--- src/design/v3n_pkg.sv ---
// ----------------------------------------------------------------------------
// v3n_pkg
// Types and constants shared by the vector normalize pipeline.
// ----------------------------------------------------------------------------
package v3n_pkg;

  localparam int COMP_WIDTH = 16;
  localparam int SQ_W       = 2 * COMP_WIDTH;
  localparam int S4_W       = SQ_W + 2;

  // quotients are floor(num * 2^50 / s), num <= s
  localparam int DIV_QW     = 51;
  localparam int UNIT_SHIFT = 20;

  localparam int SQRT_W  = (S4_W > DIV_QW + 1) ? S4_W : DIV_QW + 1;
  localparam int SQRT_RW = SQRT_W / 2;

  localparam logic [15:0] LEN_MAX  = 16'hFFFF;
  localparam logic [24:0] INV_MAX  = 25'h1000000;
  localparam logic [15:0] UNIT_MAX = 16'd16384;

  typedef struct packed {
    logic signed [COMP_WIDTH-1:0] comp_x;
    logic signed [COMP_WIDTH-1:0] comp_y;
    logic signed [COMP_WIDTH-1:0] comp_z;
  } in_t;

  typedef struct packed {
    logic [15:0]        length;
    logic [24:0]        inv_length;
    logic signed [15:0] unit_x;
    logic signed [15:0] unit_y;
    logic signed [15:0] unit_z;
    logic               zero_vector;
  } out_t;

  // per-item flags that ride alongside the arithmetic
  typedef struct packed {
    logic [2:0] neg;
    logic       zero;
  } side_t;

endpackage

--- src/design/v3n_front.sv ---
// ----------------------------------------------------------------------------
// v3n_front
// Three stages: component magnitudes, squares, sum of squares.
// ----------------------------------------------------------------------------
module v3n_front (
  input  logic                           clk,
  input  logic                           en,
  input  v3n_pkg::in_t                   in_data,
  output logic [v3n_pkg::SQ_W-1:0]       sq_x,
  output logic [v3n_pkg::SQ_W-1:0]       sq_y,
  output logic [v3n_pkg::SQ_W-1:0]       sq_z,
  output logic [v3n_pkg::SQ_W-1:0]       den,
  output logic [v3n_pkg::S4_W-1:0]       s4,
  output v3n_pkg::side_t                 side
);

  localparam int W  = v3n_pkg::COMP_WIDTH;
  localparam int SW = v3n_pkg::SQ_W;

  logic [W-1:0]   ax_nxt, ay_nxt, az_nxt;
  logic [W-1:0]   ax_r, ay_r, az_r;
  v3n_pkg::side_t side1_nxt, side1_r, side2_r, side3_r;
  logic [SW-1:0]  sqx_r, sqy_r, sqz_r;
  logic [SW-1:0]  sqx2_r, sqy2_r, sqz2_r;
  logic [SW-1:0]  sum_nxt, den_nxt, den_r, sum_r;

  always_comb begin
    side1_nxt.neg  = {in_data.comp_x[W-1], in_data.comp_y[W-1], in_data.comp_z[W-1]};
    // most negative code maps to 2^(W-1), still fits unsigned W bits
    ax_nxt = in_data.comp_x[W-1] ? W'(~in_data.comp_x + 1'b1) : in_data.comp_x;
    ay_nxt = in_data.comp_y[W-1] ? W'(~in_data.comp_y + 1'b1) : in_data.comp_y;
    az_nxt = in_data.comp_z[W-1] ? W'(~in_data.comp_z + 1'b1) : in_data.comp_z;
    side1_nxt.zero = (in_data.comp_x == '0) && (in_data.comp_y == '0) &&
                     (in_data.comp_z == '0);
  end

  always_comb begin
    sum_nxt = sqx_r + sqy_r + sqz_r;
    den_nxt = (sum_nxt == '0) ? SW'(1) : sum_nxt;
  end

  always_ff @(posedge clk) begin
    if (en) begin
      ax_r    <= ax_nxt;
      ay_r    <= ay_nxt;
      az_r    <= az_nxt;
      side1_r <= side1_nxt;
      sqx_r   <= SW'(ax_r) * SW'(ax_r);
      sqy_r   <= SW'(ay_r) * SW'(ay_r);
      sqz_r   <= SW'(az_r) * SW'(az_r);
      side2_r <= side1_r;
      sqx2_r  <= sqx_r;
      sqy2_r  <= sqy_r;
      sqz2_r  <= sqz_r;
      sum_r   <= sum_nxt;
      den_r   <= den_nxt;
      side3_r <= side2_r;
    end
  end

  assign sq_x = sqx2_r;
  assign sq_y = sqy2_r;
  assign sq_z = sqz2_r;
  assign den  = den_r;
  assign s4   = {sum_r, 2'b00};
  assign side = side3_r;

endmodule

--- config.mk ---
export PLATFORM = sky130hd
export DESIGN_NAME = v3n_front
export DESIGN_NICKNAME = d
export VERILOG_FILES = /design/src/design/v3n_pkg.sv /design/src/design/v3n_front.sv
export SDC_FILE = /design/constraint.sdc
export NUM_CORES = 2
export LEC_CHECK = 0
export ABC_AREA = 1
export BUFFER_PORTS_ARGS = -buffer_cell sky130_fd_sc_hd__buf_2
export CAP_MARGIN = 10
export CORE_ASPECT_RATIO = 1.5
export CORE_UTILIZATION = 41
export CTS_CLUSTER_DIAMETER = 120
export DETAILED_ROUTE_END_ITERATION = 8
export PLACE_DENSITY = 0.64
export SYNTH_ARGS = -nofsm -noshare
export SYNTH_HDL_FRONTEND = slang
export SYNTH_SLANG_ARGS = --single-unit
--- constraint.sdc ---
create_clock -name clk -period 13.15 [get_ports clk]
set_input_delay 0.6575 -clock clk [delete_from_list [all_inputs] [get_ports clk]]
set_output_delay 0.6575 -clock clk [all_outputs]
set_load 0.05 [all_outputs]
==> results.py <==
metrics = {
    "setup_path": {
        "worst_ep_required_time_ns": 13.53,
        "crit_path_end_kind": "register",
        "critPathCapture": "sqy_r[29]",
        "r2r_end": "sqy_r[29]",
        "startpoint": "ay_r[2]",
        "start_kind": "register",
        "cp_max_fo": 17,
        "r2r-start": "ay_r[2]",
        "r2r_setup_slack_ns": 6.97,
        "crit_arrival_ns": 6.57,
        "reg2regPathDepth": 21,
        "path_class": "reg2reg",
    },
    "floorplanning": {
        "start_util_pct": 41.4,
        "coreArea_um2": 86400,
        "design.die.area_um2": 88500,
        "fp.dieW_um": 243,
        "ios": 216,
        "die_h_um": 364,
        "fp-row-count": 132,
    },
    "finish": {
        "stdcell_count": 5217,
        "fill_cells": 8283,
        "drive_gt1_share_pct": 7.87,
        "fin_util_pct": 45.0,
        "fin_nets": 4954,
        "seqCellArea_um2": 9310,
        "multiInputGateArea_um2": 22000,
        "areaGrowthSynthToFinish_pct": 8.74,
    },
    "clock_network": {
        "clockBufferDepth": 3,
        "cts_tree": "yes",
        "cts_max_level": 1,
        "cts_setup_buffers": 0,
        "post_cts_resized": 0,
        "root_buffer": "clkbuf_16",
        "postCtsHoldBufs": 0,
        "cts_sinks": 310,
        "clk-insertion-delay-late_ns": 0.62,
        "numCtsBuffers": 31,
        "clk_pin_slew_ns": 0.08,
    },
    "logic_synthesis": {
        "netlist_area_um2": 35800,
        "synth-seq-cells": 310,
        "synth-seq-area-share_pct": 26.0,
        "avgSynthCellArea_um2": 9.18,
        "ys_warn_count": 0,
        "yosysUniqueCellTypes": 41,
        "synth_edf_count": 310,
        "ys.flop_type": "edfxtp_1",
        "synthTopCellsByArea": "fa_1 (29%), edfxtp_1 (26%), ha_1 (12%)",
        "synth.top_cell.area_share_pct": 29.0,
        "yosysTopAreaCell": "fa_1",
        "synth.most_common_cell": "inv_1",
        "netlist_top_cells_count": "inv_1 (1,094), nand2_1 (800), fa_1 (519)",
        "synth_cells": 3899,
        "async_flop_share_pct": 0,
    },
    "placed_design": {
        "preCtsSetupSlack_ns": 6.97,
        "gp_congestion": 0.936,
        "dp_hpwl_um": 73700,
        "port_buffers": 210,
        "placedCellCount": 5159,
    },
    "global_routing": {
        "grt_max_degree": 86,
        "antenna_found_initial": 6,
        "grt_overflow_total": 0,
        "grt_use_total_pct": 20.3,
        "grt_pass1_wl_um": 139000,
        "first_global_vias": 26700,
    },
    "routing": {
        "ant_nets": 0,
        "vias": 25000,
        "first_iter_violations": 1515,
        "drc": 0,
        "wl_um": 86900,
        "viasPerCell": 4.80,
        "wire_per_inst_um": 16.7,
        "drtPass1Iterations": 6,
    },
    "status": {
        "status": "completed",
    },
    "sta": {
        "setup_viol": 0,
        "worst_pin_slew_ns": 1.10,
        "hold_violations": 0,
        "slew_violations": 0,
        "fin_ws_ns": 6.97,
        "fmax_mhz": 162,
        "post-route-min-period_ns": 6.18,
        "rsz0062_at_grt": "false",
        "tns_ns": 0,
        "fin_crit_sh_pct": 47.0,
        "skew_ns": 0.0246,
        "max-slew-margin-rel_pct": 27.0,
    },
    "worst_hold_path": {
        "hp-start": "in_data[32]",
        "hold_path.class": "in2reg",
    },
    "job": {
        "maxCapViolCount": 0,
    },
}
-- state kept, by name, indices dropped and copies added, names as in the netlist, 16 cells and up --
register,flops
ax_r,16
ay_r,16
az_r,16
den,32
sq_x,31
sq_y,31
sq_z,31
sqx_r,31
sqy_r,31
sqz_r,31
sum_r,32
-- cell usage in the layout (no fill, tap or decap), types with 8 or more instances in the layout --
master	n
nor2_1	158
conb_1	8
a21oi_1	122
ha_1	332
xnor2_1	50
buf_2	209
nand2_2	19
nand3_1	74
nand4_1	18
clkbuf_16	31
o21ai_0	59
edfxtp_1	310
o21bai_1	20
a31oi_1	11
a21o_1	10
nand2_1	800
fa_1	519
xor2_1	106
nor3_1	23
inv_1	1094
inv_2	8
nor4_1	8
-- worst min path at each step --
stage                 end  slack (ns)  cells past startpoint
3_3_place_gp      side[2]        0.40                      0
5_1_grt           ax_r[0]        0.23                      1
3_5_place_dp   side2_r[0]        0.40                      0
4_1_cts           ax_r[0]        0.22                      1
6_report          ax_r[0]        0.25                      1
2_1_floorplan  side2_r[0]        0.40                      0
-- metrics by stage --
| step | hold slack (ns) | cell area, um2 |
|---|---|---|
| finish | 0.250 | 38900 |
| global route | 0.232 | 38900 |
| CTS | 0.217 | 38900 |
| detailed placement | 0.405 | 37900 |
| global placement | 0.403 | 37900 |
| floorplan | 0.400 | 35800 |
-- area by class of cell --
cell class / instances / share of cell area (%)
Antenna cell: 1 / 0.00643
Clock buffer: 35 / 2.03
Clock inverter: 22 / 0.486
Inverter: 1102 / 10.6
Multi-Input combinational cell: 2395 / 56.5
Sequential cell: 310 / 23.9
Tap cell: 1139 / 3.66
Timing Repair Buffer: 213 / 2.79
-- cells by family after synthesis --
kind of cell	count (synthesis)	synth area share (%)
other	1	0.0105
adders and majority gates	851	40.7
buffers and inverters	1201	12.7
DFF	310	26.0
xor gates and xnor gates	156	3.82
and+or+nand+nor	1137	13.0
AOI/OAI and AO/OA	243	3.83
-- per-layer routing --
layer | track usage, % | part of all wire, %
met5 | 0 | 0.056
met4 | 8.15 | 4.2
met3 | 1.88 | 4.2
met2 | 37.9 | 52
met1 | 23.7 | 39
-- worst max-delay path: stages, from the launching register on --
cell and delay (ns):
edfxtp_1 0.87, nand2_1 0.25, fa_1 0.56, fa_1 0.55, inv_1 0.06, fa_1 0.43
fa_1 0.50, fa_1 0.54, inv_1 0.05, fa_1 0.47, inv_1 0.04, ha_1 0.37
nand2_1 0.10, inv_1 0.08, nand3_1 0.09, nor3_1 0.27, nand4_1 0.17, nand3_1 0.18
a21o_1 0.17, nand2_1 0.07, nand3_1 0.07, nand2_1 0.05
Power is not shown: default switching activity piles up to over one toggle a cycle in this logic, so the estimate is an artifact.
