`src/design/v3n_pkg.sv`:
```
// ----------------------------------------------------------------------------
// v3n_pkg
// Types and constants shared by the vector normalize pipeline.
// ----------------------------------------------------------------------------
package v3n_pkg;

  localparam int COMP_WIDTH = 16;
  localparam int SQ_W       = 2 * COMP_WIDTH;
  localparam int S4_W       = SQ_W + 2;

  // quotients are floor(num * 2^50 / s), num <= s
  localparam int DIV_QW     = 51;
  localparam int UNIT_SHIFT = 20;

  localparam int SQRT_W  = (S4_W > DIV_QW + 1) ? S4_W : DIV_QW + 1;
  localparam int SQRT_RW = SQRT_W / 2;

  localparam logic [15:0] LEN_MAX  = 16'hFFFF;
  localparam logic [24:0] INV_MAX  = 25'h1000000;
  localparam logic [15:0] UNIT_MAX = 16'd16384;

  typedef struct packed {
    logic signed [COMP_WIDTH-1:0] comp_x;
    logic signed [COMP_WIDTH-1:0] comp_y;
    logic signed [COMP_WIDTH-1:0] comp_z;
  } in_t;

  typedef struct packed {
    logic [15:0]        length;
    logic [24:0]        inv_length;
    logic signed [15:0] unit_x;
    logic signed [15:0] unit_y;
    logic signed [15:0] unit_z;
    logic               zero_vector;
  } out_t;

  // per-item flags that ride alongside the arithmetic
  typedef struct packed {
    logic [2:0] neg;
    logic       zero;
  } side_t;

endpackage

```
`src/design/v3n_sqrt.sv`:
```
// ----------------------------------------------------------------------------
// v3n_sqrt
// Pipelined integer square root, one root bit per stage: floor(sqrt(x)).
// ----------------------------------------------------------------------------
module v3n_sqrt #(
  parameter int XW = v3n_pkg::SQRT_W
) (
  input  logic            clk,
  input  logic            en,
  input  logic [XW-1:0]   x,
  output logic [XW/2-1:0] root
);

  localparam int RW = XW / 2;

  logic [XW-1:0] x_r    [RW];
  logic [RW+1:0] rem_r  [RW];
  logic [RW-1:0] root_r [RW];

  for (genvar k = 0; k < RW; k++) begin : g_stage
    logic [XW-1:0] x_in;
    logic [RW+1:0] rem_in;
    logic [RW-1:0] root_in;
    logic [RW+1:0] cur;
    logic [RW+1:0] trial;
    logic          ge;

    always_comb begin
      if (k == 0) begin
        x_in    = x;
        rem_in  = '0;
        root_in = '0;
      end else begin
        x_in    = x_r[k-1];
        rem_in  = rem_r[k-1];
        root_in = root_r[k-1];
      end
      // partial remainder stays below 2^RW ahead of the last step
      cur   = {rem_in[RW-1:0], x_in[XW-1:XW-2]};
      trial = {root_in, 2'b01};
      ge    = (cur >= trial);
    end

    always_ff @(posedge clk) begin
      if (en) begin
        x_r[k]    <= {x_in[XW-3:0], 2'b00};
        rem_r[k]  <= ge ? (cur - trial) : cur;
        root_r[k] <= {root_in[RW-2:0], ge};
      end
    end
  end

  assign root = root_r[RW-1];

endmodule

```
`config.mk`:
```
export PLATFORM = sky130hd
export DESIGN_NAME = v3n_sqrt
export DESIGN_NICKNAME = d
export VERILOG_FILES = /design/src/design/v3n_pkg.sv /design/src/design/v3n_sqrt.sv
export SDC_FILE = /design/constraint.sdc
export NUM_CORES = 2
export LEC_CHECK = 0
export BUFFER_PORTS_ARGS = -buffer_cell sky130_fd_sc_hd__buf_2
export CORE_MARGIN = 1.5
export CORE_UTILIZATION = 39
export DETAILED_ROUTE_END_ITERATION = 8
export PLACE_DENSITY = 0.58
export SETUP_SLACK_MARGIN = 0.15
export SLEW_MARGIN = 20
export SYNTH_ARGS = -nofsm -noshare
export SYNTH_HDL_FRONTEND = slang
export SYNTH_SLANG_ARGS = --single-unit
```
`constraint.sdc`:
```
create_clock -name clk -period 6.7 [get_ports clk]
set_input_delay 1.34 -clock clk [delete_from_list [all_inputs] [get_ports clk]]
set_output_delay 1.34 -clock clk [all_outputs]
set_load 0.01 [all_outputs]
```
==> flow_metrics.env <==
export IMPL_run_status="complete, no violations"
export IMPL_clk_pin_slew_worst_paths_ns=0.06
export IMPL_ys_warnings_count=0
export IMPL_cts_buffer_count=178
export IMPL_wl_per_cell_um=15.8
export IMPL_timing_final_hold_violations=0
export IMPL_io_buffer_count=79
export IMPL_post_synth_fa_ha_maj_area_fraction=0.0642
export IMPL_layout_cells_sized_above_1=0.0850
export IMPL_synth_area_per_cell_um2=13.3
export IMPL_worst_setup_path_start_kind="flop"
export IMPL_yosys_top_cells_area="edfxtp_1 66%, ha_1 6.4%, xor2_1 3.3%"
export IMPL_core_mm2=0.188
export IMPL_setup_worst_path_end_class="flop"
export IMPL_max_vdd_ir_drop_mv=0.224
export IMPL_top_level_ports=80
export IMPL_clock_root_buffer="clkbuf_16"
export IMPL_netlist_instances=5547
export IMPL_worst_r2r_path_depth=10
export IMPL_synth_common_cells="1616 x edfxtp_1, 490 x inv_1, 379 x ha_1"
export IMPL_synth_top_flop_cell="edfxtp_1"
export IMPL_cellPowerDensity_mw_per_mm2=338
export IMPL_cts_hold_buffers_added=0
export IMPL_total_leakage_power_nw=32.0
export IMPL_synthMuxAreaShare=0.0110
export IMPL_grt_start_max_net_pins=188
export IMPL_rsz0062_at_grt="false"
export IMPL_ant_diodes=0
export IMPL_drtIter0Drc=2866
export IMPL_critPathMostFrequentCell="a31oi_1"
export IMPL_grt_pass1_vias=40600
export IMPL_detailedPlacementHpwl_um=92100
export IMPL_globalplace_congestion=0.866
export IMPL_detailroute_via_count=42000
export IMPL_post_synth_instance_area_mm2=0.0738
export IMPL_utilization=0.443
export IMPL_worst_skew_pair_late_latency_ns=0.83
export IMPL_dieArea_mm2=0.192
export IMPL_fin_worst_skew_ns=0.0362
export IMPL_cp_arrival_ns=4.72
export IMPL_antenna_found_initial=1
export IMPL_tns_ns=0
export IMPL_cpPeakStageDelay_ns=1.06
export IMPL_number_of_h_tree_levels=4
export IMPL_clock_fmax_mhz=239
export IMPL_criticalPathCategory="reg -> reg"
export IMPL_areaGrowthSynthToFinish_pct=12.7
export IMPL_global_route_usage_total=0.138
export IMPL_layout_nets=6186
export IMPL_critical_path_max_fanout=39
export IMPL_timing_max_slew_rel_slack=0.293
export IMPL_synth_top_cell_area_share=0.657
export IMPL_clockBufferDepth=3
export IMPL_finalSetupViolCount=0
export IMPL_cp_data_required_time_ns=7.24
export IMPL_critical_path_slowest_cell="or4b_2"
export IMPL_synth_enable_flop_cells=1616
export IMPL_hp_class="reg -> reg"
export IMPL_timing_final_crit_period_ns=4.18
export IMPL_worst_margin_pin_slew_ns=1.06
export IMPL_most_instantiated_library_cell_after_synthesis="edfxtp_1"
export IMPL_synth_xor_area_share=0.0591
export IMPL_finalWirelength_um=133000
export IMPL_tcrit_tclk_final=0.623
export IMPL_number_of_rows_created_at_floorplan=159
export IMPL_whs_path_depth=0
export IMPL_synthDistinctLibCells=81
export IMPL_synth_seq_cells=1616
export IMPL_finalPower_mw=28.1
export IMPL_ant_nets=0
export IMPL_floorplan_initialDensity=0.393
export IMPL_synth_net_count=5980
export IMPL_floorplan_die_height_um=438
export IMPL_drtPass1Iterations=7
export IMPL_yosysSeqAreaShare=0.657
export IMPL_global_route_wire_length_before_repair_um=215000
export IMPL_tritoncts_clock_tree="built"
export IMPL_post_cts_setup_buffers=0
export IMPL_cell_accounting_for_the_most_synthesized_area="edfxtp_1"
export IMPL_tritoncts_num_sinks=1616
export IMPL_largest_family_of_logic_cells_by_synthesized_area="simple AND/OR/NAND/NOR gates"
export IMPL_synthSimpleGateAreaFrac=0.0902
export IMPL_synth_compound_area_frac=0.0887
export IMPL_slew_viol_final=0
export IMPL_synthArstFlopShare=0
export IMPL_detail_route_drc_violations=0
export IMPL_vias_per_cell=5.00
export IMPL_cts_resized=0
export IMPL_grt_overflow=0
export IMPL_drv_max_cap_violation_count=0
export IMPL_die_x_um=438
export IMPL_worstPathCellList="ha_1 -> nor2b_1 -> o31ai_1 -> a21oi_1 -> o21ai_0 -> a31oi_1 -> o211ai_1 -> a31oi_1 -> or4b_2 -> mux2_2"
[path summary, 6_finish.rpt]
check / slack [ns] / to / from
setup / recovery: 2.52 / rem_r[1][207]$_DFFE_PP_ / rem_r[1][168]$_DFFE_PP_
setup reg to reg: 2.52 / rem_r[1][207]$_DFFE_PP_ / rem_r[1][168]$_DFFE_PP_
hold / removal: 0.41 / x_r[0][70]$_DFFE_PP_ / x_r[0][18]$_DFFE_PP_
hold reg to reg: 0.41 / x_r[0][70]$_DFFE_PP_ / x_r[0][18]$_DFFE_PP_
[worst max-delay path, delay by kind of cell, from the launching register on]
family / cells / cell delay (ns)
AO/OA/AOI/OAI: 6 / 1.50
adder cells (fa/ha/maj): 1 / 0.36
flip-flops: 1 / 0.39
multiplexers: 1 / 0.42
AND/OR/NAND/NOR: 2 / 1.22
[placed cells by master (no fill, tap or decap), types with 13 or more instances in the layout]
cell       Yosys  final
xor2_1       274    274
edfxtp_1    1616   1616
nand2_1      366    366
o21a_1        72     72
xnor2_1      224    224
nor4_1        73     72
a21boi_0      16     16
clkinv_2       0     36
and3_1        25     25
mux2_2        65     65
nor2_1       308    307
bufinv_16      0     17
a21o_1       133    133
nand4_1       51     51
a21oi_1      312    311
o21ai_0      325    325
a211oi_1      16     16
clkbuf_16      0    178
clkbuf_1      75     26
or2_2         26     26
buf_4          1     23
clkinv_1       1     39
nand3_1       57     56
inv_1        490    490
and4_1        13     13
o31ai_1       31     31
o21bai_1      34     34
or3_1         75     75
buf_2          0     78
ha_1         379    379
nor2b_1       57     57
a31oi_1       31     31
nand2b_1      60     60
nor3_1       111    111
or4_1         43     43
[where the power goes]
part | switching [mW] | total [mW] | internal, mW
sequential | 0.744 | 13.5 | 12.8
clock | 4.04 | 9.61 | 5.57
combinational | 2.76 | 5.00 | 2.23
[flip-flops by register name, summed over array words and instances (netlist names)]
register,count
rem_r,615
x_r,650
root_r,351
[cells by family (layout without fill, tap and decap cells)]
family | Yosys count | count (layout)
XOR/XNOR | 498 | 498
AND/OR/NAND/NOR | 1332 | 1332
multiplexers | 73 | 73
other | 1 | 1
AO/OA/AOI/OAI | 1073 | 1073
flip-flops | 1616 | 1616
buffers and inverters | 575 | 931
adder cells (fa/ha/maj) | 379 | 379
[final cells by class]
class	count	area (µm²)
timing repair buffer	110	743
inverter	491	1840
multi-input combinational	3356	23200
tap	2495	3120
fill	16900	105000
clock buffer	204	4550
sequential	1616	48500
clock inverter	126	1240
[layer usage]
layer  up-vias  track usage  part of all wire
met2       757        0.221              0.46
met1     20100        0.189              0.47
met3       212       0.0254             0.042
met4         0       0.0467             0.025
met5         -            0                 0
li1      20900            -                 -
[per-stage QoR]
| stage | hold slack, ns | instance area [µm²] | std cells | worst slack (ns) |
|---|---|---|---|---|
| after CTS | 0.410 | 83200 | 8398 | 2.44 |
| after detailed placement | 0.405 | 77400 | 8068 | 2.47 |
| after global routing | 0.414 | 83200 | 8398 | 2.12 |
| after global placement | 0.400 | 77400 | 8068 | 2.51 |
| final | 0.406 | 83200 | 8398 | 2.52 |
| after floorplan | 0.400 | 73800 | 5547 | 3.32 |
No activity file was read; power rests on OpenSTA's default activity.
