### src/design/v3n_pkg.sv
// ----------------------------------------------------------------------------
// v3n_pkg
// Types and constants shared by the vector normalize pipeline.
// ----------------------------------------------------------------------------
package v3n_pkg;

  localparam int COMP_WIDTH = 16;
  localparam int SQ_W       = 2 * COMP_WIDTH;
  localparam int S4_W       = SQ_W + 2;

  // quotients are floor(num * 2^50 / s), num <= s
  localparam int DIV_QW     = 51;
  localparam int UNIT_SHIFT = 20;

  localparam int SQRT_W  = (S4_W > DIV_QW + 1) ? S4_W : DIV_QW + 1;
  localparam int SQRT_RW = SQRT_W / 2;

  localparam logic [15:0] LEN_MAX  = 16'hFFFF;
  localparam logic [24:0] INV_MAX  = 25'h1000000;
  localparam logic [15:0] UNIT_MAX = 16'd16384;

  typedef struct packed {
    logic signed [COMP_WIDTH-1:0] comp_x;
    logic signed [COMP_WIDTH-1:0] comp_y;
    logic signed [COMP_WIDTH-1:0] comp_z;
  } in_t;

  typedef struct packed {
    logic [15:0]        length;
    logic [24:0]        inv_length;
    logic signed [15:0] unit_x;
    logic signed [15:0] unit_y;
    logic signed [15:0] unit_z;
    logic               zero_vector;
  } out_t;

  // per-item flags that ride alongside the arithmetic
  typedef struct packed {
    logic [2:0] neg;
    logic       zero;
  } side_t;

endpackage

### src/design/v3n_delay.sv
// ----------------------------------------------------------------------------
// v3n_delay
// Enabled shift line that keeps side data aligned with the arithmetic.
// ----------------------------------------------------------------------------
module v3n_delay #(
  parameter int WIDTH = 8,
  parameter int DEPTH = v3n_pkg::DIV_QW
) (
  input  logic             clk,
  input  logic             en,
  input  logic [WIDTH-1:0] din,
  output logic [WIDTH-1:0] dout
);

  logic [WIDTH-1:0] tap_r [DEPTH];

  always_ff @(posedge clk) begin
    if (en) begin
      tap_r[0] <= din;
      for (int i = 1; i < DEPTH; i++) begin
        tap_r[i] <= tap_r[i-1];
      end
    end
  end

  assign dout = tap_r[DEPTH-1];

endmodule

### config.mk
export PLATFORM = sky130hd
export DESIGN_NAME = v3n_delay
export DESIGN_NICKNAME = d
export VERILOG_FILES = /design/src/design/v3n_pkg.sv /design/src/design/v3n_delay.sv
export SDC_FILE = /design/constraint.sdc
export NUM_CORES = 1
export LEC_CHECK = 0
export ABC_AREA = 0
export BUFFER_PORTS_ARGS = -buffer_cell sky130_fd_sc_hd__buf_4
export CAP_MARGIN = 20
export CELL_PAD_IN_SITES_DETAIL_PLACEMENT = 1
export CELL_PAD_IN_SITES_GLOBAL_PLACEMENT = 2
export CORE_MARGIN = 5
export CORE_UTILIZATION = 59
export CTS_BUF_LIST = sky130_fd_sc_hd__clkbuf_8
export CTS_CLUSTER_SIZE = 24
export DETAILED_ROUTE_END_ITERATION = 10
export GPL_ROUTABILITY_DRIVEN = 0
export PLACE_DENSITY_LB_ADDON = 0.1
export SLEW_MARGIN = 0
export SYNTH_ARGS = -nofsm -noshare
export SYNTH_HDL_FRONTEND = slang
export SYNTH_SLANG_ARGS = --single-unit
export TNS_END_PERCENT = 10
### constraint.sdc
create_clock -name clk -period 1.4 [get_ports clk]
set_clock_uncertainty 0.15 [all_clocks]
set_input_delay 0.07 -clock clk [delete_from_list [all_inputs] [get_ports clk]]
set_output_delay 0.07 -clock clk [all_outputs]
set_load 0.05 [all_outputs]
==> results.json, run 1 <==
{
  "synth_area_leaders": "edfxtp_1 (100%)",
  "yosysTopAreaCellShare_pct": 100,
  "drive_gt1_share_pct": 20.4,
  "antenna_cells": 0,
  "hold_path_class": "in2reg",
  "dp.cells": 718,
  "clock_latency_ns": 0.57,
  "reg_top3": "tap_r (408)",
  "grt_pass1_wl_mm": 24.4,
  "dr.first_iter.drc_count": 277,
  "slew_violations": 0,
  "ios": 18,
  "seq_area_frac_synth_pct": 100,
  "cp_top_family": "flip-flops",
  "grt_pass1_vias": 4461,
  "cp-start-kind": "register",
  "finalHoldViolCount": 0,
  "h-tree-depth": 2,
  "synth_nets": 418,
  "final_common_cell": "edfxtp_1",
  "drc": 0,
  "synth_top_area_cell": "edfxtp_1",
  "num_vias": 4184,
  "path_max_fanout": 1,
  "layout_common_cells": "edfxtp_1 (408), clkbuf_8 (62), buf_4 (20)",
  "fin_crit_sh_pct": 97.3,
  "rows": 52,
  "status": "complete, no violations",
  "path_cells": "buf_6",
  "end_kind": "output port",
  "cts_buffer_depth": 3,
  "vias_per_cell": 5.02,
  "critical_path_buf_inv_count": 1,
  "ys_types": 1,
  "antenna_found_initial": 0,
  "hold_ws_ns": 0.0699,
  "portBuffers": 17,
  "cp.required_ns": 1.18,
  "num-nets-final": 529,
  "first_pass_iters": 4,
  "stdcell_count": 834,
  "p_leak_nw": 4.92,
  "num-multi-input-gates": 0,
  "n_fill_cell": 1489,
  "ant_nets": 0,
  "max_cap_viol_count": 0,
  "clkTransAtPathRegs_ns": 0.06,
  "power_density_mw_per_mm2": 1650,
  "synth-seq-cells": 408,
  "area_growth_pct": 16.3,
  "clock.fmax_mhz": 734,
  "worstMarginPinSlew_ns": 0.348,
  "maxSlewHeadroom_pct": 76.8,
  "clock-sinks": 408,
  "coreArea_mm2": 0.0204,
  "worst_ep_arrival_time_ns": 1.14,
  "cts_tree": "done",
  "critPathKind": "reg2out",
  "grt.overflow.total": 0,
  "grt_max_degree": 62,
  "regArea_mm2": 0.0123,
  "ys_warn_count": 0,
  "rsz0062_at_grt": "true",
  "dp_hpwl_mm": 6.74,
  "syn_area_per_cell_um2": 30.0,
  "postSynthCellCount": 408,
  "start_util_pct": 60.2,
  "syn-cell-area_mm2": 0.0123,
  "regMostFlops": "tap_r",
  "multi_input_area_um2": 0,
  "wl_per_cell_um": 18.2,
  "dieArea_mm2": 0.0237,
  "critPathMaxStageDelay_ns": 0.40,
  "post_cts_buffers": 0,
  "cts-buffers-inserted": 60,
  "clock-root-buffer": "clkbuf_8",
  "vdd_ir_drop_max_mv": 0.903,
  "setup_viol": 0,
  "fin_crit_ns": 1.36,
  "slowest_stage": "edfxtp_1",
  "drt-total-wl_mm": 15.1,
  "die_h_um": 154,
  "die_w_um": 154,
  "grt_use_total_pct": 13.1,
  "largest_reg_flops": 408
}
synth_stat cells (all sizes together):
cell / count
edfxtp: 408
power by group:
part / total, mW / leakage (nW) / switching [mW] / internal (mW)
Combinational: 0.425 / 0.293 / 0.285 / 0.140
Clock: 8.62 / 0.635 / 4.16 / 4.47
Sequential: 14.4 / 3.99 / 0.208 / 14.2
cell type report:
type | count | area share, %
clock buffer | 62 | 5.99
clock inverter | 45 | 1.68
sequential | 408 | 86.0
tap | 270 | 2.37
timing repair buffer | 49 | 3.97
stage by stage:
stage          setup TNS, ns  instance area [um^2]  total power [mW]  utilization (%)  worst slack, ns
3_5_place_dp               0                 13000              15.1             64.0            0.169
3_3_place_gp               0                 13000              15.0             64.0            0.201
2_1_floorplan              0                 12300              14.6                -            0.579
5_1_grt               -0.193                 14200              24.7             70.0          -0.0421
6_report                   0                 14200              23.5             70.0           0.0377
4_1_cts              -0.0751                 14200              23.9             70.0          -0.0221
final timing paths:
check,endpoint,start,slack [ns],cells past startpoint
max,dout[4],tap_r[50][4]$_DFFE_PP_,0.04,1
min,tap_r[0][7]$_DFFE_PP_,din[7],0.07,2
max reg2reg,tap_r[13][3]$_DFFE_PP_,tap_r[12][3]$_DFFE_PP_,0.56,0
min reg2reg,tap_r[40][2]$_DFFE_PP_,tap_r[39][2]$_DFFE_PP_,0.26,0
routing by layer:
layer / vias up / GRT usage, % / part of all wire [%]
met1: 2158 / 19.1 / 48
met3: 30 / 3.74 / 4.8
met4: 0 / 5.68 / 1.9
li1: 1907 / - / -
met2: 89 / 19.0 / 45
met5: - / 0 / 0
cells by family after synthesis:
kind of cell  share of synthesized area, %
flip-flops                             100
what timing repair did:
item | 4_1_cts | 5_1_grt
setup endpoints to repair | 8 | 7
resized for setup | 8 | 0
endpoints found under the hold margin | 346 | 0
hold buffers | 9 | 0
Note: power is estimated with default switching activity, not from simulation.
==> run 2, diff against run 1 <==
CELL_PAD_IN_SITES_DETAIL_PLACEMENT = 0   (was 1)
==> results.json, run 2 (synthesis results as in run 1) <==
{
  "stdcell_count": 832,
  "hold_path_class": "in2reg",
  "cp_top_family": "flip-flops",
  "critPathKind": "reg2out",
  "finalHoldViolCount": 0,
  "dieArea_mm2": 0.0237,
  "clkTransAtPathRegs_ns": 0.06,
  "largest_reg_flops": 408,
  "regArea_mm2": 0.0123,
  "portBuffers": 17,
  "worst_slack_ns": 0.0365,
  "clkPwrFrac_pct": 35.7,
  "path_cells": "buf_6",
  "wl_per_cell_um": 16.5,
  "power.share.sequential_pct": 62.5,
  "final_common_cell": "edfxtp_1",
  "clock-root-buffer": "clkbuf_8",
  "setup_viol": 0,
  "maxSlewHeadroom_pct": 76.6,
  "grt_pass1_wl_mm": 22.5,
  "route.met2.wl_mm": 5.72,
  "n_fill_cell": 1224,
  "cts_tree": "done",
  "p_total_mw": 23.1,
  "reg2reg_slack_ns": 0.57,
  "die_h_um": 154,
  "drc": 0,
  "r2r-start": "tap_r[16][2]$_DFFE_PP_",
  "grt_pass1_vias": 4326,
  "dp_hpwl_mm": 5.99,
  "net-switching-power_mw": 4.51,
  "grt.overflow.total": 0,
  "first_pass_iters": 4,
  "num-multi-input-gates": 0,
  "critical_path_buf_inv_count": 1,
  "die_w_um": 154,
  "cts_buffer_depth": 3,
  "wirelength_met1_mm": 7.04,
  "rsz0062_at_grt": "true",
  "clock-sinks": 408,
  "critPathLaunch": "tap_r[50][4]$_DFFE_PP_",
  "dp.cells": 718,
  "wl_met3_um": 721,
  "vias_per_cell": 4.91,
  "antenna_found_initial": 0,
  "rows": 52,
  "cp-start-kind": "register",
  "pwr-share-comb_pct": 1.8,
  "power_density_mw_per_mm2": 1630,
  "worstMarginPinSlew_ns": 0.350,
  "slew_violations": 0,
  "coreArea_mm2": 0.0204,
  "ant_nets": 0,
  "worst_ep_arrival_time_ns": 1.14,
  "ios": 18,
  "cp.required_ns": 1.18,
  "clock.fmax_mhz": 733,
  "topRoutingLayerUsed": "met4",
  "clock_latency_ns": 0.56,
  "vdd_ir_drop_max_mv": 1.32,
  "fin_crit_sh_pct": 97.4,
  "max_cap_viol_count": 0,
  "end_kind": "output port",
  "critPathMaxStageDelay_ns": 0.41,
  "netSwitchingFraction_pct": 19.5,
  "slowest_stage": "edfxtp_1",
  "status": "complete, no violations",
  "dpl_worst_slack_ns": 0.172,
  "cts-buffers-inserted": 59,
  "regMostFlops": "tap_r",
  "post_cts_buffers": 0,
  "p_leak_nw": 4.88,
  "setup_tns_ns": 0,
  "layout_common_cells": "edfxtp_1 (408), clkbuf_8 (61), buf_4 (23)",
  "grt_use_total_pct": 12.0,
  "h-tree-depth": 2,
  "multi_input_area_um2": 0,
  "num-nets-final": 528,
  "drive_gt1_share_pct": 19.0,
  "start_util_pct": 60.2,
  "drt-total-wl_mm": 13.8,
  "antenna_cells": 0,
  "reg_top3": "tap_r (408)",
  "path_max_fanout": 1,
  "fin_crit_ns": 1.36,
  "dr.first_iter.drc_count": 303,
  "grt_max_degree": 62,
  "num_vias": 4089,
  "p_int_mw": 18.6,
  "hp-start": "din[3]",
  "area_growth_pct": 15.7
}
-- run 2: cell types whose count changed in the layout (fill, tap and decap cells not counted), sizes merged --
cell,change
bufinv,-1
clkinv,+2
clkbuf,-1
inv,-2
-- run 2: per-stage QoR --
step                util [%]  hold WS, ns  instance area [um^2]
detailed placement      64.0       0.0995                 13000
global placement        64.0       0.0979                 13000
finish                  69.6       0.0721                 14200
floorplan                  -       0.0189                 12300
global route            69.6       0.0360                 14200
CTS                     69.6       0.0233                 14200
-- run 2: layout make-up --
| cell class | instances | share of cell area (%) |
|---|---|---|
| clock inverters | 44 | 1.39 |
| clock buffers | 61 | 5.92 |
| flip-flops and latches | 408 | 86.4 |
| well taps | 270 | 2.38 |
| repair buffers | 49 | 3.91 |
-- run 2: path summary, 6_finish.rpt --
path / end / cells past startpoint
worst max-delay path: dout[4] / 1
worst min-delay path: tap_r[0][3]$_DFFE_PP_ / 2
worst max register to register: tap_r[17][2]$_DFFE_PP_ / 0
worst min register to register: tap_r[19][0]$_DFFE_PP_ / 0
-- run 2: what timing repair did --
item	CTS	global route
setup endpoints to repair	2	5
hold buffers	9	0
gates resized for setup	2	3
hold endpoints to repair	343	0
-- run 2: power groups by stage --
stage	clock (mW)	sequential [mW]	combinational [mW]
CTS	8.58	14.4	0.425
detailed placement	0	14.7	0.408
finish	8.23	14.4	0.417
global route	9.18	14.5	0.452
floorplan	0	14.6	0
global placement	0	14.6	0.386
-- run 2: layer usage --
metal / global-route usage [%] / vias up
li1: - / 1909
met1: 18.5 / 2068
met2: 15.9 / 88
met3: 3.93 / 24
met4: 5.38 / 0
met5: 0 / -
==> run 3, diff against run 2 <==
CELL_PAD_IN_SITES_DETAIL_PLACEMENT = 1   (was 0)
CELL_PAD_IN_SITES_GLOBAL_PLACEMENT = 1   (was 2)
CORE_UTILIZATION = 60   (was 59)
==> results.json, run 3 (synthesis results as in run 1) <==
{
  "p_total_mw": 22.8,
  "n_fill_cell": 1476,
  "vias_per_cell": 4.93,
  "fin_crit_ns": 1.38,
  "dpl_worst_slack_ns": 0.230,
  "reg_top3": "tap_r (408)",
  "power_density_mw_per_mm2": 1610,
  "setup_viol": 0,
  "cts-buffers-inserted": 59,
  "slew_violations": 0,
  "final_common_cell": "edfxtp_1",
  "multi_input_area_um2": 0,
  "critPathKind": "reg2out",
  "drc": 0,
  "first_pass_iters": 4,
  "die_h_um": 153,
  "drt-total-wl_mm": 14.3,
  "clkPwrFrac_pct": 34.9,
  "clkTransAtPathRegs_ns": 0.06,
  "clock-root-buffer": "clkbuf_8",
  "clock_latency_ns": 0.57,
  "r2r-end": "tap_r[19][7]$_DFFE_PP_",
  "cp.required_ns": 1.18,
  "portBuffers": 17,
  "hp-start": "din[1]",
  "grt_pass1_vias": 4377,
  "end_kind": "output port",
  "ant_nets": 0,
  "grt_pass1_wl_mm": 23.0,
  "dr.first_iter.drc_count": 259,
  "hold_path_class": "in2reg",
  "h-tree-depth": 2,
  "dieArea_mm2": 0.0234,
  "cp-start-kind": "register",
  "grt_use_total_pct": 12.4,
  "p_int_mw": 18.3,
  "stdcell_count": 826,
  "finalHoldViolCount": 0,
  "post_cts_buffers": 0,
  "antenna_found_initial": 0,
  "r2r-start": "tap_r[18][7]$_DFFE_PP_",
  "rows": 52,
  "path_cells": "buf_6",
  "worst_slack_ns": 0.0162,
  "rsz0062_at_grt": "true",
  "die_w_um": 153,
  "hold-path-endpoint": "tap_r[0][1]$_DFFE_PP_",
  "layout_common_cells": "edfxtp_1 (408), clkbuf_8 (60), inv_1 (20)",
  "dp.cells": 712,
  "grt_max_degree": 85,
  "critPathMaxStageDelay_ns": 0.42,
  "worstMarginPinSlew_ns": 0.431,
  "vdd_ir_drop_max_mv": 1.07,
  "netSwitchingFraction_pct": 19.6,
  "p_leak_nw": 4.86,
  "setup_tns_ns": 0,
  "grt.overflow.total": 0,
  "start_util_pct": 60.7,
  "dp_hpwl_mm": 6.72,
  "wl_per_cell_um": 17.3,
  "ios": 18,
  "num-nets-final": 522,
  "net-switching-power_mw": 4.47,
  "cts_tree": "done",
  "max_cap_viol_count": 0,
  "hold_depth": 2,
  "pwr-share-comb_pct": 1.8,
  "num-multi-input-gates": 0,
  "r2r_cells": 0,
  "post-route-cell-area_mm2": 0.0141,
  "drive_gt1_share_pct": 18.9,
  "antenna_cells": 0,
  "clock.fmax_mhz": 723,
  "reg2reg_slack_ns": 0.54,
  "fin_crit_sh_pct": 98.8,
  "maxSlewHeadroom_pct": 71.3,
  "largest_reg_flops": 408,
  "path_max_fanout": 1,
  "critical_path_buf_inv_count": 1,
  "slowest_stage": "edfxtp_1",
  "clock-sinks": 408,
  "regArea_mm2": 0.0123,
  "cp_top_family": "flip-flops",
  "num_vias": 4075,
  "regMostFlops": "tap_r",
  "power.share.sequential_pct": 63.3,
  "dpl-instance-area_mm2": 0.0130,
  "worst_ep_arrival_time_ns": 1.16,
  "coreArea_mm2": 0.0202,
  "status": "complete, no violations",
  "cts_buffer_depth": 3,
  "area_growth_pct": 15.4
}
-- run 3: cell types whose count changed in the layout (fill, tap and decap cells not counted), moves of 3 or more --
cell / before / now
inv_1: 17 / 20
buf_4: 23 / 15
clkinv_1: 21 / 14
clkinv_2: 5 / 8
-- run 3: worst max path at each step --
stage | depth (start not counted) | slack, ns | from | end
floorplan | 0 | 0.58 | tap_r[50][0]$_DFFE_PP_ | dout[0]
global placement | 3 | 0.28 | en | tap_r[41][5]$_DFFE_PP_
detailed placement | 2 | 0.23 | en | tap_r[45][1]$_DFFE_PP_
CTS | 1 | -0.03 | tap_r[50][3]$_DFFE_PP_ | dout[3]
global route | 1 | -0.06 | tap_r[50][3]$_DFFE_PP_ | dout[3]
finish | 1 | 0.02 | tap_r[50][3]$_DFFE_PP_ | dout[3]
-- run 3: what timing repair did --
action	CTS	global route
endpoints found under the setup margin	2	6
hold endpoints to repair	392	0
hold buffers	9	0
gates resized for setup	2	4
-- run 3: layout make-up --
cell class	count	share of cell area [%]
clock buffers	60	5.84
well taps	270	2.39
repair buffers	43	3.72
flip-flops and latches	408	86.7
clock inverters	45	1.36
-- run 3: routing by layer --
metal / GRT usage (%) / vias to the layer above / wire length, um
li1: - / 1892 / -
met1: 17.7 / 2077 / 6820
met2: 18.3 / 79 / 6480
met3: 3.93 / 27 / 710
met4: 4.92 / 0 / 300
met5: 0 / - / 0
-- run 3: through the flow --
stage	utilization, %	hold WS, ns
5_1_grt	70.1	0.0299
2_1_floorplan	-	0.0189
4_1_cts	70.0	0.0348
3_3_place_gp	64.5	0.100
3_5_place_dp	64.5	0.0994
6_report	70.1	0.0761
-- run 3: power groups by stage --
stage / registers (mW) / clock network, mW / logic [mW]
floorplan: 14.6 / 0 / 0
CTS: 14.5 / 8.36 / 0.416
global route: 14.5 / 9.11 / 0.443
global placement: 14.6 / 0 / 0.371
detailed placement: 14.7 / 0 / 0.400
finish: 14.4 / 7.97 / 0.411
